### config.mk
export PLATFORM = sky130hd
export DESIGN_NAME = sbus_frame_decoder
export DESIGN_NICKNAME = d
export VERILOG_FILES = /design/src/rtl/sbfd_pkg.sv /design/src/rtl/sbfd_run_emitter.sv /design/src/rtl/sbus_frame_decoder.sv
export SDC_FILE = /design/constraint.sdc
export NUM_CORES = 1
export LEC_CHECK = 0
export BUFFER_PORTS_ARGS = -buffer_cell sky130_fd_sc_hd__clkbuf_2
export CORE_ASPECT_RATIO = 0.75
export CORE_MARGIN = 3
export CORE_UTILIZATION = 41
export CTS_CLUSTER_DIAMETER = 30
export DETAILED_ROUTE_END_ITERATION = 16
export SLEW_MARGIN = 20
export SYNTH_ARGS = -nofsm -noshare
export SYNTH_HDL_FRONTEND = slang
export SYNTH_SLANG_ARGS = --single-unit
### constraint.sdc
create_clock -name aclk -period 34.3 [get_ports aclk]
set_clock_uncertainty 0.1 [all_clocks]
set_input_delay 3.43 -clock aclk [delete_from_list [all_inputs] [get_ports aclk]]
set_output_delay 3.43 -clock aclk [all_outputs]
set_load 0.05 [all_outputs]
### src/rtl/sbfd_pkg.sv
// Shared types and constants for the SBUS frame decoder.
`default_nettype none

package sbfd_pkg;

    localparam int FRAME_LEN  = 25;
    localparam int DATA_BYTES = 22;
    localparam int CHAN_COUNT = 16;
    localparam int CHAN_W     = 11;
    localparam int ADDR_W     = 3;

    localparam logic [7:0]  FRAME_HEAD    = 8'h0F;
    localparam logic [7:0]  FRAME_TAIL    = 8'h00;
    localparam logic [15:0] TIMEOUT_RESET = 16'd300;

    // Register index, taken from paddr above the byte offset
    localparam logic [ADDR_W-3:0] REG_TIMEOUT = 1'b0;

    typedef enum logic {
        OP_BYTE = 1'b0,
        OP_TICK = 1'b1
    } opcode_t;

    // One run of sixteen channels: packed channel bits, channel 0 lowest
    typedef struct packed {
        logic                      good;
        logic [8*DATA_BYTES-1:0]   data;
    } run_t;

endpackage

`default_nettype wire

### src/rtl/sbfd_run_emitter.sv
// Two-slot run buffer that plays out one run of sixteen channel items.
`default_nettype none

module sbfd_run_emitter (
    input  wire logic                         aclk,
    input  wire logic                         aresetn,
    input  wire logic                         push_valid,
    input  wire sbfd_pkg::run_t               push_run,
    output logic                              pend_full,
    output logic                              m_valid,
    input  wire logic                         m_ready,
    output logic [3:0]                        m_channel_index,
    output logic [sbfd_pkg::CHAN_W-1:0]       m_channel_value,
    output logic                              m_link_up,
    output logic                              m_last_of_run
);
    import sbfd_pkg::*;

    localparam logic [3:0] LAST_IDX = 4'(CHAN_COUNT - 1);

    run_t       pend_reg,       pend_next;
    logic       pend_valid_reg, pend_valid_next;
    run_t       act_reg,        act_next;
    logic       act_valid_reg,  act_valid_next;
    logic [3:0] idx_reg,        idx_next;

    logic out_fire;
    logic run_done;
    logic pop;

    assign out_fire = act_valid_reg && m_ready;
    assign run_done = out_fire && (idx_reg == LAST_IDX);
    assign pop      = pend_valid_reg && (!act_valid_reg || run_done);

    always_comb begin
        act_next       = act_reg;
        act_valid_next = act_valid_reg;
        idx_next       = idx_reg;
        if (pop) begin
            act_next       = pend_reg;
            act_valid_next = 1'b1;
            idx_next       = '0;
        end else if (run_done) begin
            act_valid_next = 1'b0;
            idx_next       = '0;
        end else if (out_fire) begin
            act_next.data = act_reg.data >> CHAN_W;
            idx_next      = idx_reg + 4'd1;
        end

        pend_next       = pend_reg;
        pend_valid_next = pend_valid_reg;
        if (push_valid) begin
            pend_next       = push_run;
            pend_valid_next = 1'b1;
        end else if (pop) begin
            pend_valid_next = 1'b0;
        end
    end

    always_ff @(posedge aclk) begin
        if (!aresetn) begin
            pend_valid_reg <= 1'b0;
            act_valid_reg  <= 1'b0;
            idx_reg        <= '0;
        end else begin
            pend_valid_reg <= pend_valid_next;
            act_valid_reg  <= act_valid_next;
            idx_reg        <= idx_next;
        end
    end

    always_ff @(posedge aclk) begin
        pend_reg <= pend_next;
        act_reg  <= act_next;
    end

    assign pend_full       = pend_valid_reg;
    assign m_valid         = act_valid_reg;
    assign m_channel_index = idx_reg;
    assign m_channel_value = act_reg.data[CHAN_W-1:0];
    assign m_link_up       = act_reg.good;
    assign m_last_of_run   = (idx_reg == LAST_IDX);

endmodule

`default_nettype wire

### src/rtl/sbus_frame_decoder.sv
// Top level of the SBUS frame decoder: byte window, link timer, APB register.
//
//   Channel   Direction  Handshake             Payload
//   s_        in         s_valid / s_ready     s_opcode, s_rx_byte
//   m_        out        m_valid / m_ready     m_channel_index, m_channel_value,
//                                              m_link_up, m_last_of_run
//   APB       in/out     psel, penable, pready paddr, pwdata, prdata
//
// One input item is taken per cycle while s_ready is high; the window, fill
// count and link timer update in the accepting cycle. A good frame or a timeout
// queues one run of sixteen channel items, played out at m_ one per cycle while
// m_ready is high. Two runs can be held (one playing, one waiting); s_ready drops
// only while the waiting slot is occupied. Reset is synchronous, active low, and
// leaves the link down with the timer saturated and the window empty.
`default_nettype none

module sbus_frame_decoder (
    input  wire logic                          aclk,
    input  wire logic                          aresetn,
    // input item channel
    input  wire logic                          s_valid,
    output logic                               s_ready,
    input  wire logic [0:0]                    s_opcode,
    input  wire logic [7:0]                    s_rx_byte,
    // result item channel
    output logic                               m_valid,
    input  wire logic                          m_ready,
    output logic [3:0]                         m_channel_index,
    output logic [sbfd_pkg::CHAN_W-1:0]        m_channel_value,
    output logic                               m_link_up,
    output logic                               m_last_of_run,
    // register port
    input  wire logic                          psel,
    input  wire logic                          penable,
    input  wire logic                          pwrite,
    input  wire logic [sbfd_pkg::ADDR_W-1:0]   paddr,
    input  wire logic [31:0]                   pwdata,
    output logic [31:0]                        prdata,
    output logic                               pready
);
    import sbfd_pkg::*;

    localparam logic [4:0] FILL_FULL = 5'(FRAME_LEN - 1);

    // Window: newest byte at the top, oldest at index 0
    logic [7:0]  win_reg [0:FRAME_LEN-1];
    logic [4:0]  fill_reg,    fill_next;
    logic [15:0] elapsed_reg, elapsed_next;
    logic        link_reg,    link_next;
    logic [15:0] timeout_reg;

    logic        s_fire;
    logic        is_tick;
    logic [15:0] elapsed_inc;
    logic        frame_full;
    logic        good_frame;
    logic        timeout_hit;
    logic        push_valid;
    run_t        push_run;
    logic        pend_full;
    logic [8*DATA_BYTES-1:0] frame_data;
    logic        cfg_wr;

    assign s_fire  = s_valid && s_ready;
    assign s_ready = !pend_full;
    assign is_tick = (s_opcode == OP_TICK);

    // Saturating tick count
    assign elapsed_inc = (elapsed_reg == 16'hFFFF) ? elapsed_reg : elapsed_reg + 16'd1;
    assign timeout_hit = link_reg && (elapsed_inc > timeout_reg);

    // With 24 bytes held the incoming byte completes the window; the byte at
    // index 1 becomes the oldest once the window shifts.
    assign frame_full = (fill_reg == FILL_FULL);
    assign good_frame = frame_full && (win_reg[1] == FRAME_HEAD) && (s_rx_byte == FRAME_TAIL);

    // Channel bytes 1..22 of the completed window sit at indices 2..23 now
    always_comb begin
        for (int k = 0; k < DATA_BYTES; k++) begin
            frame_data[8*k +: 8] = win_reg[k+2];
        end
    end

    // Queue a run on a good frame or on the tick that drops the link
    assign push_valid    = s_fire && (is_tick ? timeout_hit : good_frame);
    assign push_run.good = !is_tick;
    assign push_run.data = is_tick ? '0 : frame_data;

    always_comb begin
        fill_next    = fill_reg;
        elapsed_next = elapsed_reg;
        link_next    = link_reg;
        if (s_fire) begin
            if (is_tick) begin
                elapsed_next = elapsed_inc;
                if (timeout_hit) begin
                    link_next = 1'b0;
                end
            end else if (good_frame) begin
                // empty the window and restart the timer
                fill_next    = '0;
                elapsed_next = '0;
                link_next    = 1'b1;
            end else if (!frame_full) begin
                fill_next = fill_reg + 5'd1;
            end
            // a full window with a bad header or trailer slides: hold the count
        end
    end

    always_ff @(posedge aclk) begin
        if (!aresetn) begin
            fill_reg    <= '0;
            elapsed_reg <= 16'hFFFF;
            link_reg    <= 1'b0;
        end else begin
            fill_reg    <= fill_next;
            elapsed_reg <= elapsed_next;
            link_reg    <= link_next;
        end
    end

    // Shift every accepted byte in at the top; drop the oldest
    always_ff @(posedge aclk) begin
        if (s_fire && !is_tick) begin
            for (int i = 0; i < FRAME_LEN - 1; i++) begin
                win_reg[i] <= win_reg[i+1];
            end
            win_reg[FRAME_LEN-1] <= s_rx_byte;
        end
    end

    // Register port: timeout at index 0, other addresses ignored
    assign cfg_wr = psel && penable && pwrite && pready;
    assign pready = 1'b1;

    always_ff @(posedge aclk) begin
        if (!aresetn) begin
            timeout_reg <= TIMEOUT_RESET;
        end else if (cfg_wr && (paddr[ADDR_W-1:2] == REG_TIMEOUT)) begin
            timeout_reg <= pwdata[15:0];
        end
    end

    assign prdata = (paddr[ADDR_W-1:2] == REG_TIMEOUT) ? {16'b0, timeout_reg} : '0;

    sbfd_run_emitter u_emitter (
        .aclk            (aclk),
        .aresetn         (aresetn),
        .push_valid      (push_valid),
        .push_run        (push_run),
        .pend_full       (pend_full),
        .m_valid         (m_valid),
        .m_ready         (m_ready),
        .m_channel_index (m_channel_index),
        .m_channel_value (m_channel_value),
        .m_link_up       (m_link_up),
        .m_last_of_run   (m_last_of_run)
    );

`ifndef SYNTHESIS
    a_fill_bound: assert property (@(posedge aclk) disable iff (!aresetn)
        fill_reg <= FILL_FULL)
        else $error("fill count beyond window size");

    a_timeout_zero: assert property (@(posedge aclk) disable iff (!aresetn)
        (m_valid && !m_link_up) |-> (m_channel_value == '0))
        else $error("timeout run carries non-zero channel");

    a_link_timer: assert property (@(posedge aclk) disable iff (!aresetn)
        $rose(link_reg) |-> (elapsed_reg == 16'd0 && fill_reg == 5'd0))
        else $error("link came up without timer and window restart");

    a_push_room: assert property (@(posedge aclk) disable iff (!aresetn)
        push_valid |=> pend_full)
        else $error("queued run not held");
`endif

endmodule

`default_nettype wire

==> flow_summary.json <==
{
  "antenna_left": 0,
  "core_area_um2": 53700,
  "post_cts_buffers": 0,
  "setup_ws_ps": 26590,
  "synth_area_per_cell_um2": 17.2,
  "cts_buffers": 86,
  "h-tree-depth": 3,
  "crit_chain": "clkbuf_2 -> nor2_1 -> clkbuf_2",
  "startpoint": "paddr[2]",
  "timing.rr.end": "u_emitter.pend_reg[140]",
  "seq_area_frac_synth": 0.764,
  "required_ps": 30770,
  "status": "finished, final reports clean",
  "vdd_drop_max_v": 0.0000530,
  "slowest_delay_ps": 300,
  "vias": 10764,
  "avgViaCountPerCell": 4.89,
  "critPathMaxFanout": 18,
  "finalWeightedCongestion": 0.794,
  "drive_above_1_share": 0.274,
  "firstDrtPassIters": 5,
  "wirelength_mm": 37.4,
  "cp_slowest_cell": "clkbuf_2",
  "fin_crit_sh": 0.225,
  "rows": 73,
  "worstMarginPinSlew_ps": 1120,
  "slew_violations": 0,
  "cts.repair.resized": 0,
  "fin_util": 0.495,
  "area_growth_pct": 17.5,
  "placedCellCount": 2037,
  "rsz0062_at_grt": "no",
  "port_buffers": 67,
  "r2r_setup_slack_ps": 28970,
  "hold_viol": 0,
  "ys_warn_count": 0,
  "synth-edff-count": 546,
  "p_int_mw": 1.35,
  "async_flop_share": 0,
  "wl_per_cell_um": 17.0,
  "num-nets-final": 1485,
  "cts_buffer_depth": 3,
  "cts_tree": "built",
  "endpoint": "prdata[11]",
  "finalSetupViolCount": 0,
  "overflow": 0,
  "crit_top_cell": "clkbuf_2",
  "final_cell_count_no_fill": 2200,
  "start_util": 0.421,
  "path_class": "input pin to output pin",
  "synth_cells": 1316,
  "p_clk_frac": 0.502,
  "dieArea_um2": 58000,
  "p_sw_frac": 0.225,
  "cp-end-kind": "output pin",
  "grt_pass1_wl_mm": 61.1,
  "holdWs_ps": 318,
  "diodes": 0,
  "syn_area_um2": 22600,
  "whs_path_depth": 0,
  "io_pins": 103,
  "startpoint_type": "input pin",
  "seq_area_um2": 17300,
  "grt.total_usage": 0.131,
  "maxCapViolations": 0,
  "powerDensity_nw_per_um2": 65.7,
  "pre_cts_ws_ps": 26330,
  "drtIter0Drc": 676,
  "synth_flop_cell": "edfxtp_1",
  "r2r_cells": 14,
  "largest_register_ff_count": 192,
  "root_buffer": "clkbuf_16",
  "die_w_um": 277,
  "multi_input_area_um2": 4870,
  "finalSetupTns_ps": 0,
  "switchingPower_uw": 392,
  "grt_pass1_vias": 11120,
  "clk_latency_ps": 600,
  "drcViolationCount": 0,
  "nFillCells": 4491,
  "arrival_ps": 4180,
  "grt_max_degree": 164,
  "leakage_nw": 8.93,
  "timing.rr.start": "elapsed_reg[6]",
  "dp_hpwl_mm": 19.5,
  "postCtsHoldBufs": 0,
  "clock-sinks": 590,
  "seqPwrFrac": 0.459,
  "p_comb_frac": 0.039,
  "synth_seq_cells": 590,
  "die_h_um": 209,
  "max_freq_mhz": 130,
  "layout_min_cycle_time_ps": 7710,
  "hp-class": "register to register",
  "max_slew_margin": 0.252,
  "synth_cell_types": 60,
  "clk_pin_slew_ps": 50,
  "antenna_found_initial": 0
}
power by group through the flow:
stage / clock [mW] / combinational [mW] / sequential, mW
2_1_floorplan: 0 / 0.0548 / 0.813
3_3_place_gp: 0 / 0.0660 / 0.815
3_5_place_dp: 0 / 0.0676 / 0.816
4_1_cts: 0.896 / 0.0681 / 0.801
5_1_grt: 0.931 / 0.0767 / 0.802
6_report: 0.875 / 0.0678 / 0.801
cells in the mapped netlist (4+ instances only):
cell type | count | share of area
a211oi_1 | 4 | 0.0013
a21oi_1 | 24 | 0.0053
a221o_1 | 6 | 0.0027
a31oi_1 | 4 | 0.0011
and2_1 | 11 | 0.0030
and3_1 | 6 | 0.0017
and4_1 | 4 | 0.0015
buf_2 | 18 | 0.0040
buf_4 | 29 | 0.0096
clkbuf_1 | 34 | 0.0056
dfxtp_1 | 44 | 0.039
edfxtp_1 | 546 | 0.73
ha_1 | 20 | 0.011
inv_1 | 25 | 0.0042
mux2_2 | 166 | 0.083
nand2_1 | 47 | 0.0078
nand3_1 | 16 | 0.0035
nand4_1 | 10 | 0.0028
nor2_1 | 33 | 0.0055
nor2b_1 | 181 | 0.050
nor3_1 | 6 | 0.0013
o211ai_1 | 7 | 0.0023
o311ai_0 | 7 | 0.0027
xnor2_1 | 8 | 0.0031
xor2_1 | 8 | 0.0031
stage by stage:
| step | power [mW] | cell area [um^2] |
|---|---|---|
| 2_1_floorplan | 0.868 | 22700 |
| 3_3_place_gp | 0.881 | 23600 |
| 3_5_place_dp | 0.883 | 23600 |
| 4_1_cts | 1.76 | 26500 |
| 5_1_grt | 1.81 | 26600 |
| 6_report | 1.74 | 26600 |
cell type report:
cell class / instances / area share
Tap cell: 712 / 0.0335
Timing Repair Buffer: 77 / 0.0166
Sequential cell: 590 / 0.650
Clock buffer: 94 / 0.0829
Clock inverter: 68 / 0.0290
Inverter: 26 / 0.00396
Multi-Input combinational cell: 633 / 0.183
cell families (layout without fill, tap and decap cells):
logic type / count (synthesis) / in the layout / synth area share
compound gates: 76 / 76 / 0.0239
xor+xnor: 16 / 16 / 0.00620
fa+ha+maj: 20 / 20 / 0.0111
buf+inv: 108 / 265 / 0.0237
flops: 590 / 590 / 0.764
mux: 168 / 168 / 0.0840
other cells: 2 / 17 / 0.000332
simple gates: 336 / 336 / 0.0865
cell usage in the layout (no fill, tap or decap), types with 4 or more instances in the layout:
cell	netlist	layout
inv_8	0	5
a211oi_1	4	4
nor2b_1	181	181
clkbuf_1	34	6
bufinv_16	0	7
inv_6	0	21
and3_1	6	6
a21oi_1	24	24
and4_1	4	4
and2_1	11	11
edfxtp_1	546	546
nor3_1	6	6
clkinv_4	0	7
a221o_1	6	6
buf_4	29	8
xnor2_1	8	8
conb_1	2	17
a31oi_1	4	4
nand2_1	47	46
mux2_2	166	166
dfxtp_1	44	44
clkbuf_16	0	86
o211ai_1	7	7
clkinv_1	1	9
clkinv_8	0	4
ha_1	20	20
nand4_1	10	10
clkinvlp_4	0	10
clkinv_2	0	4
xor2_1	8	8
inv_1	25	24
o311ai_0	7	7
nand3_1	16	16
nor2_1	33	32
clkbuf_2	0	66
how the worst min path moves through the flow:
stage | start | endpoint | slack (ps)
2_1_floorplan | u_emitter.pend_reg[176] | u_emitter.m_link_up | 300
3_3_place_gp | u_emitter.pend_reg[176] | u_emitter.m_link_up | 310
3_5_place_dp | win_reg[1][66] | win_reg[1][58] | 310
4_1_cts | u_emitter.pend_reg[176] | u_emitter.m_link_up | 320
5_1_grt | win_reg[1][67] | win_reg[1][59] | 330
6_report | u_emitter.pend_reg[176] | u_emitter.m_link_up | 320
per-layer routing:
metal / vias up / track usage / part of all wire
met1: 5408 / 0.192 / 0.48
met2: 167 / 0.195 / 0.46
met5: - / 0 / 0
li1: 5115 / - / -
met4: 0 / 0.0456 / 0.022
met3: 74 / 0.0282 / 0.038
critical path, delay by kind of cell:
kind / cells / cell delay (ps)
and+or+nand+nor: 1 / 190
buffers and inverters: 2 / 550
(Power assumes the default switching activity.)
